===== config.mk =====
export PLATFORM = sky130hd
export DESIGN_NAME = hex_calculator_key_engine
export DESIGN_NICKNAME = d
export VERILOG_FILES = /design/src/sv/hcke_pkg.sv /design/src/sv/hcke_keydec.sv /design/src/sv/hcke_muldiv.sv /design/src/sv/hex_calculator_key_engine.sv
export SDC_FILE = /design/constraint.sdc
export NUM_CORES = 1
export LEC_CHECK = 0
export BUFFER_PORTS_ARGS = -buffer_cell sky130_fd_sc_hd__buf_2
export CORE_ASPECT_RATIO = 0.7
export CORE_MARGIN = 8
export CORE_UTILIZATION = 50
export CTS_CLUSTER_SIZE = 40
export DETAILED_ROUTE_END_ITERATION = 7
export PLACE_DENSITY = 0.71
export SETUP_SLACK_MARGIN = 0.5
export SLEW_MARGIN = 10
export SYNTH_ARGS = -nofsm -noshare
export SYNTH_HDL_FRONTEND = slang
export SYNTH_SLANG_ARGS = --single-unit

===== constraint.sdc =====
create_clock -name clock -period 6.2 [get_ports clock]
set_clock_uncertainty 0.2 [all_clocks]
set_input_delay 0.62 -clock clock [delete_from_list [all_inputs] [get_ports clock]]
set_output_delay 0.62 -clock clock [all_outputs]
set_load 0.05 [all_outputs]

===== src/sv/hcke_pkg.sv =====
// shared types and key codes for the hex calculator key engine
`default_nettype none
package hcke_pkg;

   localparam int unsigned DATA_W    = 32;
   localparam int unsigned KEY_W     = 8;
   localparam int unsigned DIGIT_W   = 4;
   localparam int unsigned MD_STEPS  = DATA_W;
   localparam int unsigned MD_CNT_W  = $clog2(MD_STEPS);

   localparam logic [KEY_W-1:0] KEY_BACK   = 8'h08;
   localparam logic [KEY_W-1:0] KEY_ENTER  = 8'h0D;
   localparam logic [KEY_W-1:0] KEY_ESC    = 8'h1B;
   localparam logic [KEY_W-1:0] KEY_ZERO   = 8'h30;
   localparam logic [KEY_W-1:0] KEY_NINE   = 8'h39;
   localparam logic [KEY_W-1:0] KEY_UP_A   = 8'h41;
   localparam logic [KEY_W-1:0] KEY_UP_F   = 8'h46;
   localparam logic [KEY_W-1:0] KEY_LO_A   = 8'h61;
   localparam logic [KEY_W-1:0] KEY_LO_Z   = 8'h7A;
   localparam logic [KEY_W-1:0] CASE_DELTA = 8'h20;
   localparam logic [KEY_W-1:0] ALPHA_BASE = KEY_UP_A - 8'd10;

   localparam logic [KEY_W-1:0] OP_EQ  = 8'h3D;
   localparam logic [KEY_W-1:0] OP_ADD = 8'h2B;
   localparam logic [KEY_W-1:0] OP_SUB = 8'h2D;
   localparam logic [KEY_W-1:0] OP_MUL = 8'h2A;
   localparam logic [KEY_W-1:0] OP_AND = 8'h26;
   localparam logic [KEY_W-1:0] OP_OR  = 8'h7C;
   localparam logic [KEY_W-1:0] OP_XOR = 8'h5E;
   localparam logic [KEY_W-1:0] OP_SHL = 8'h3C;
   localparam logic [KEY_W-1:0] OP_SHR = 8'h3E;
   localparam logic [KEY_W-1:0] OP_DIV = 8'h2F;
   localparam logic [KEY_W-1:0] OP_MOD = 8'h25;

   localparam logic [DATA_W-1:0] ALL_ONES    = 32'hFFFF_FFFF;
   localparam logic [DATA_W-1:0] ENTRY_LIMIT = 32'h0FFF_FFFF;

   typedef enum logic [1:0] {
      KIND_BACK  = 2'd0,
      KIND_ESC   = 2'd1,
      KIND_DIGIT = 2'd2,
      KIND_OPER  = 2'd3
   } key_kind_type;

   typedef struct packed {
      key_kind_type        kind;
      logic [DIGIT_W-1:0]  digit;
      logic [KEY_W-1:0]    code;
   } key_info_type;

   typedef enum logic [1:0] {
      MD_MUL = 2'd0,
      MD_DIV = 2'd1,
      MD_MOD = 2'd2
   } md_mode_type;

   typedef struct packed {
      logic        start;
      md_mode_type mode;
   } md_ctrl_type;

   typedef struct packed {
      logic busy;
      logic done;
   } md_stat_type;

endpackage
`default_nettype wire


===== src/sv/hcke_keydec.sv =====
// key folding and classification of one key code
`default_nettype none
module hcke_keydec (
   input  wire logic [hcke_pkg::KEY_W-1:0] key_code,
   output hcke_pkg::key_info_type          key_info
);
   import hcke_pkg::*;

   logic [KEY_W-1:0] folded;
   logic [KEY_W-1:0] digit_full;

   always_comb begin
      if (key_code == KEY_ENTER) begin
         folded = OP_EQ;
      end else if (key_code >= KEY_LO_A && key_code <= KEY_LO_Z) begin
         folded = key_code - CASE_DELTA;
      end else begin
         folded = key_code;
      end

      digit_full = (folded <= KEY_NINE) ? folded - KEY_ZERO : folded - ALPHA_BASE;

      key_info.code  = folded;
      key_info.digit = digit_full[DIGIT_W-1:0];
      if (folded == KEY_BACK) begin
         key_info.kind = KIND_BACK;
      end else if (folded == KEY_ESC) begin
         key_info.kind = KIND_ESC;
      end else if ((folded >= KEY_ZERO && folded <= KEY_NINE) ||
                   (folded >= KEY_UP_A && folded <= KEY_UP_F)) begin
         key_info.kind = KIND_DIGIT;
      end else begin
         key_info.kind = KIND_OPER;
      end
   end

endmodule
`default_nettype wire


===== src/sv/hcke_muldiv.sv =====
// iterative shift-add multiplier and restoring divider, one bit per cycle
`default_nettype none
module hcke_muldiv (
   input  wire logic                        clock,
   input  wire logic                        reset,
   input  wire hcke_pkg::md_ctrl_type       md_ctrl,
   input  wire logic [hcke_pkg::DATA_W-1:0] opa,
   input  wire logic [hcke_pkg::DATA_W-1:0] opb,
   output hcke_pkg::md_stat_type            md_stat,
   output logic      [hcke_pkg::DATA_W-1:0] md_result
);
   import hcke_pkg::*;

   logic [DATA_W-1:0]   acc_ff, acc_in;
   logic [DATA_W-1:0]   sa_ff, sa_in;
   logic [DATA_W-1:0]   sb_ff, sb_in;
   logic [MD_CNT_W-1:0] cnt_ff, cnt_in;
   md_mode_type         mode_ff, mode_in;
   logic                busy_ff, busy_in;
   logic                done_ff, done_in;
   logic [DATA_W+1:0]   trial;
   logic [DATA_W:0]     rem_shift;

   always_comb begin
      acc_in    = acc_ff;
      sa_in     = sa_ff;
      sb_in     = sb_ff;
      cnt_in    = cnt_ff;
      mode_in   = mode_ff;
      busy_in   = busy_ff;
      done_in   = 1'b0;
      // partial remainder can reach bit 31, so the shifted value needs 33 bits
      rem_shift = {acc_ff, sa_ff[DATA_W-1]};
      trial     = {1'b0, rem_shift} - {2'b00, sb_ff};

      if (md_ctrl.start && !busy_ff) begin
         acc_in  = '0;
         sa_in   = opa;
         sb_in   = opb;
         cnt_in  = '0;
         mode_in = md_ctrl.mode;
         busy_in = 1'b1;
      end else if (busy_ff) begin
         if (mode_ff == MD_MUL) begin
            if (sb_ff[0]) begin
               acc_in = acc_ff + sa_ff;
            end
            sa_in = {sa_ff[DATA_W-2:0], 1'b0};
            sb_in = {1'b0, sb_ff[DATA_W-1:1]};
         end else begin
            // restoring step: keep the difference when it does not borrow
            if (!trial[DATA_W+1]) begin
               acc_in = trial[DATA_W-1:0];
            end else begin
               acc_in = rem_shift[DATA_W-1:0];
            end
            sa_in = {sa_ff[DATA_W-2:0], ~trial[DATA_W+1]};
         end
         cnt_in = cnt_ff + 1'b1;
         if (cnt_ff == MD_CNT_W'(MD_STEPS - 1)) begin
            busy_in = 1'b0;
            done_in = 1'b1;
         end
      end
   end

   always_ff @(posedge clock) begin
      acc_ff  <= acc_in;
      sa_ff   <= sa_in;
      sb_ff   <= sb_in;
      cnt_ff  <= cnt_in;
      mode_ff <= mode_in;
      if (reset) begin
         busy_ff <= 1'b0;
         done_ff <= 1'b0;
      end else begin
         busy_ff <= busy_in;
         done_ff <= done_in;
      end
   end

   assign md_stat.busy = busy_ff;
   assign md_stat.done = done_ff;
   assign md_result    = (mode_ff == MD_DIV) ? sa_ff : acc_ff;

endmodule
`default_nettype wire


===== src/sv/hex_calculator_key_engine.sv =====
// top level: key sequencer, register state and simple alu around the shared mul/div unit
// digits, backspace, clear and simple operators: result valid in the cycle after the transaction
// multiply, divide and modulo by a nonzero entry: the mul/div unit iterates, then the result is written back
// one key at a time: req_ready returns the cycle after the result is taken, so no new key is
// accepted while the previous one is still being computed or waits for its result to be taken
// synchronous reset: entry and first operand 0, pending operator '=', new-number flag set
`default_nettype none
module hex_calculator_key_engine (
   input  wire logic                              clock,
   input  wire logic                              reset,
   input  wire logic                              req_valid,
   output logic                                   req_ready,
   input  wire logic [hcke_pkg::KEY_W-1:0]        req_key_code,
   output logic                                   rsp_valid,
   input  wire logic                              rsp_ready,
   output logic      [hcke_pkg::DATA_W-1:0]       rsp_display_value,
   output logic                                   rsp_overflow_beep
);
   import hcke_pkg::*;

   typedef enum logic [2:0] {
      ST_IDLE = 3'b001,
      ST_WAIT = 3'b010,
      ST_RESP = 3'b100
   } state_type;

   state_type         state_ff, state_in;
   logic [DATA_W-1:0] entry_ff, entry_in;
   logic [DATA_W-1:0] first_ff, first_in;
   logic [KEY_W-1:0]  pend_ff, pend_in;
   logic              newnum_ff, newnum_in;
   logic              beep_ff, beep_in;
   logic              rsp_valid_ff, rsp_valid_in;

   key_info_type      key_info;
   md_ctrl_type       md_ctrl;
   md_stat_type       md_stat;
   logic [DATA_W-1:0] md_result;
   logic [DATA_W-1:0] alu_out;
   logic [DATA_W-1:0] digit_base;
   logic              long_op;
   logic              accept;

   hcke_keydec u_keydec (
      .key_code (req_key_code),
      .key_info (key_info)
   );

   hcke_muldiv u_muldiv (
      .clock     (clock),
      .reset     (reset),
      .md_ctrl   (md_ctrl),
      .opa       (first_ff),
      .opb       (entry_ff),
      .md_stat   (md_stat),
      .md_result (md_result)
   );

   // combinational operators; divide by zero lands here too
   always_comb begin
      unique case (pend_ff)
         OP_EQ:   alu_out = entry_ff;
         OP_ADD:  alu_out = first_ff + entry_ff;
         OP_SUB:  alu_out = first_ff - entry_ff;
         OP_AND:  alu_out = first_ff & entry_ff;
         OP_OR:   alu_out = first_ff | entry_ff;
         OP_XOR:  alu_out = first_ff ^ entry_ff;
         OP_SHL:  alu_out = (|entry_ff[DATA_W-1:5]) ? '0 : first_ff << entry_ff[4:0];
         OP_SHR:  alu_out = (|entry_ff[DATA_W-1:5]) ? '0 : first_ff >> entry_ff[4:0];
         OP_DIV:  alu_out = ALL_ONES;
         OP_MOD:  alu_out = ALL_ONES;
         default: alu_out = '0;
      endcase
   end

   assign long_op = (pend_ff == OP_MUL) ||
                    (((pend_ff == OP_DIV) || (pend_ff == OP_MOD)) && (entry_ff != '0));
   assign req_ready = (state_ff == ST_IDLE);
   assign accept    = req_valid && req_ready;
   assign digit_base = newnum_ff ? '0 : entry_ff;

   always_comb begin
      state_in     = state_ff;
      entry_in     = entry_ff;
      first_in     = first_ff;
      pend_in      = pend_ff;
      newnum_in    = newnum_ff;
      beep_in      = beep_ff;
      rsp_valid_in = rsp_valid_ff;
      md_ctrl.start = 1'b0;
      md_ctrl.mode  = (pend_ff == OP_MUL) ? MD_MUL :
                      (pend_ff == OP_DIV) ? MD_DIV : MD_MOD;

      unique case (state_ff)
         ST_IDLE: begin
            if (accept) begin
               beep_in      = 1'b0;
               state_in     = ST_RESP;
               rsp_valid_in = 1'b1;
               unique case (key_info.kind)
                  KIND_BACK: entry_in = {4'h0, entry_ff[DATA_W-1:4]};
                  KIND_ESC:  entry_in = '0;
                  KIND_DIGIT: begin
                     if (newnum_ff) begin
                        first_in = entry_ff;
                     end
                     newnum_in = 1'b0;
                     if (digit_base <= ENTRY_LIMIT) begin
                        entry_in = {digit_base[DATA_W-5:0], key_info.digit};
                     end else begin
                        entry_in = digit_base;
                        beep_in  = 1'b1;
                     end
                  end
                  KIND_OPER: begin
                     if (!newnum_ff) begin
                        if (long_op) begin
                           md_ctrl.start = 1'b1;
                           state_in      = ST_WAIT;
                           rsp_valid_in  = 1'b0;
                        end else begin
                           entry_in = alu_out;
                        end
                     end
                     newnum_in = 1'b1;
                     pend_in   = key_info.code;
                  end
                  default: entry_in = entry_ff;
               endcase
            end
         end
         ST_WAIT: begin
            if (md_stat.done) begin
               entry_in     = md_result;
               rsp_valid_in = 1'b1;
               state_in     = ST_RESP;
            end
         end
         ST_RESP: begin
            if (rsp_ready) begin
               rsp_valid_in = 1'b0;
               state_in     = ST_IDLE;
            end
         end
         default: state_in = ST_IDLE;
      endcase
   end

   always_ff @(posedge clock) begin
      if (reset) begin
         state_ff     <= ST_IDLE;
         entry_ff     <= '0;
         first_ff     <= '0;
         pend_ff      <= OP_EQ;
         newnum_ff    <= 1'b1;
         beep_ff      <= 1'b0;
         rsp_valid_ff <= 1'b0;
      end else begin
         state_ff     <= state_in;
         entry_ff     <= entry_in;
         first_ff     <= first_in;
         pend_ff      <= pend_in;
         newnum_ff    <= newnum_in;
         beep_ff      <= beep_in;
         rsp_valid_ff <= rsp_valid_in;
      end
   end

   assign rsp_valid         = rsp_valid_ff;
   assign rsp_display_value = entry_ff;
   assign rsp_overflow_beep = beep_ff;

endmodule
`default_nettype wire


==> impl_results.md <==
- Status: finished with violations
- Failing checks: design-rule violations
- Net Switching: 1.25 mW
- Initial antenna violation count: 2
- Async SR Flop Fraction: 0%
- Library cells used by synthesis: 89
- Slew margin rel.: 24.1%
- HP Class: reg -> reg
- Core area: 0.0406 sq mm
- Clock Pin Slew Worst Setup and Hold Paths: 0.08 ns
- Number of vias per cell: 6.99
- Leak Pwr: 8.49 nW
- Pwr/cell area: 163 mW/mm^2
- First-pass GRT wire length: 131000 um
- Final HPWL DP: 65600 um
- CTS tree: done
- Max_cap viols: 0
- VDD IR-drop max: 0.229 mV
- EDFF count, synth: 66
- Global Route Usage Sum: 35.9%
- Clock share of power: 35.8%
- Synth warnings: 0
- Max clock buf depth: 2
- Area of the multi-input gates: 0.0148 sq mm
- Max H-tree Level: 4
- Syn Nets: 2792
- Worst-Margin Slew: 1.14 ns
- CTS Buf Count: 17
- DRC: 1
- GPL Wtd Cong: 1.05
- Peak Freq: 198 MHz
- Switching share of power: 35.4%
- Final hold vios: 0
- RSZ-0062 raised after global routing: no
- Comb power frac: 27.5%
- Chip Width: 257 um
- # clock sinks: 183
- Antenna Nets Post-Route: 0
- Register area share after synthesis: 21.2%
- Reg power frac: 36.7%
- Most common cell after layout, fill and taps aside: nand2_1
- Clk_lat worst skew: 0.49 ns
- Number of nets in the layout: 2728
- Area of the mapped netlist: 0.0204 sq mm
- Layout cells sized above 1: 10.4%
- Total die area: 0.0476 sq mm
- WL final: 88200 um
- Crit path required time: 6.38 ns
- Fillers: 3952
- Setup Buffers After CTS: 0
- CTS root buffer: clkbuf_16
- CP endpoint kind: register
- Final min period: 5.04 ns
- Initial drt markers: 3360
- Crit path launch type: register
- Initial Utilization: 50.2%
- Max-slew violations: 0
- Fin crit share: 81.3%
- Num rows: 62
- # IOs: 47
- Wire per inst: 28.4 um
- PortBufs: 46
- Worst-path maximum fanout: 19
- Critical path class: reg -> reg
- Post-Synthesis Cells: 2608
- Pwr Total: 3.53 mW
- Synthesized area per cell: 7.81 sq um
- Synthesis-stage register bit count: 183
- FF/Latch Area: 0.00433 sq mm
- Internal power: 2.28 mW
- CP arrival: 5.22 ns
- Vias in the first global route: 19900
- Hold_buf cts: 0
- Main synth FF type: dfxtp_1
- Congestion Overflow GR: 0
- Layout area overhead: 6.45%
- Pin count of the biggest net entering global routing: 74
- Post-cts sizing count: 0
- Final setup violation count: 0
- Highest-count cells in the layout ignoring fill and taps: nand2_1, nor2_1, a21oi_1
- DR vias: 21700
- First-pass DRT Iterations: 8
- Die Y: 185 um
- Setup TNS: 0 ns
[flip-flops by register name, summed over array words and instances (netlist names)]
| signal | count |
|---|---|
| u_muldiv.mode_ff | 2 |
| rsp_display_value | 32 |
| u_muldiv.busy_ff | 1 |
| u_muldiv.acc_ff | 32 |
| u_muldiv.sa_ff | 32 |
| u_muldiv.sb_ff | 32 |
| state_ff | 3 |
| pend_ff | 8 |
| first_ff | 32 |
| rsp_overflow_beep | 1 |
| rsp_valid | 1 |
| u_muldiv.cnt_ff | 5 |
| u_muldiv.done_ff | 1 |
| newnum_ff | 1 |
[final cells by class]
| class | instances | area share, % |
|---|---|---|
| Sequential cell | 183 | 20.0 |
| Timing Repair Buffer | 107 | 3.17 |
| Inverter | 138 | 2.41 |
| Clock buffer | 19 | 2.14 |
| Tap cell | 544 | 3.14 |
| Multi-Input combinational cell | 2097 | 68.3 |
| Clock inverter | 13 | 0.831 |
| Antenna cell | 1 | 0.0115 |
[synthesized netlist by cell type, types with 44 or more instances]
| library cell | n | share of area, % |
|---|---|---|
| inv_1 | 136 | 2.5 |
| a31oi_1 | 44 | 1.4 |
| nand2_1 | 306 | 5.6 |
| a21oi_1 | 210 | 5.2 |
| clkbuf_1 | 133 | 2.5 |
| ha_1 | 169 | 10 |
| nor2_1 | 214 | 3.9 |
| mux2i_1 | 99 | 4.9 |
| nand3_1 | 47 | 1.2 |
| edfxtp_1 | 66 | 9.7 |
| a211oi_1 | 44 | 1.6 |
| xnor2_1 | 74 | 3.2 |
| o211ai_1 | 50 | 1.8 |
| nor3_1 | 49 | 1.2 |
| mux4_2 | 55 | 6.1 |
| o21ai_0 | 206 | 5.1 |
| dfxtp_1 | 117 | 11 |
[power by group through the flow]
| stage | logic [mW] | clock network, mW | registers, mW |
|---|---|---|---|
| after global placement | 0.926 | 0 | 1.32 |
| after floorplan | 0.654 | 0 | 1.31 |
| after detailed placement | 0.928 | 0 | 1.32 |
| after CTS | 0.934 | 1.27 | 1.29 |
| after global routing | 1.04 | 1.31 | 1.30 |
| final | 0.973 | 1.26 | 1.30 |
[critical path, stage by stage (launching register included)]
cell,delay (ns)
dfxtp_1,0.49
nand4bb_1,0.42
nor4_2,0.33
buf_4,0.30
a31oi_1,0.10
xnor2_1,0.16
ha_1,0.43
a21oi_1,0.09
o21ai_0,0.61
nor2_1,0.15
a41oi_1,0.58
a31oi_1,0.27
o21bai_1,0.21
xor2_1,0.16
a21oi_1,0.08
o31ai_1,0.33
[per-stage QoR]
| step | hold WS [ns] | instances | instance area, sq um | util, % | setup slack (ns) |
|---|---|---|---|---|---|
| global route | 0.319 | 3101 | 21700 | 53.4 | 0.893 |
| detailed placement | 0.274 | 3069 | 21000 | 51.9 | 1.28 |
| floorplan | 0.240 | 2608 | 20400 | - | 0.609 |
| CTS | 0.287 | 3101 | 21700 | 53.4 | 1.27 |
| global placement | 0.248 | 3069 | 21000 | 51.9 | 1.36 |
| finish | 0.281 | 3102 | 21700 | 53.4 | 1.16 |
[path summary, 6_finish.rpt]
| kind | from | end | slack (ns) | cells past startpoint |
|---|---|---|---|---|
| worst min-delay path | u_muldiv.cnt_ff[4]$_SDFFE_PP0P_ | u_muldiv.cnt_ff[4]$_SDFFE_PP0P_ | 0.28 | 2 |
| worst max register to register | pend_ff[2]$_SDFFE_PP1P_ | rsp_display_value[25]$_SDFFE_PP0P_ | 1.16 | 15 |
| worst max-delay path | pend_ff[2]$_SDFFE_PP1P_ | rsp_display_value[25]$_SDFFE_PP0P_ | 1.16 | 15 |
| worst min register to register | u_muldiv.cnt_ff[4]$_SDFFE_PP0P_ | u_muldiv.cnt_ff[4]$_SDFFE_PP0P_ | 0.28 | 2 |
[kinds of logic after synthesis]
family                   share of synthesized area, %
AO/OA/AOI/OAI                                    27.1
XOR/XNOR                                         4.26
adder cells (fa/ha/maj)                          10.7
buffers and inverters                            6.41
flip-flops                                       21.2
multiplexers                                     12.0
AND/OR/NAND/NOR                                  18.4
[metal layers]
metal	track usage (%)	vias to the layer above	share of wire, %
met2	50.4	1509	39
met4	12.6	4	3.8
met5	0	-	0.034
met1	51.6	10400	43
li1	-	9566	-
met3	10.3	211	13
(Power assumes the default switching activity.)
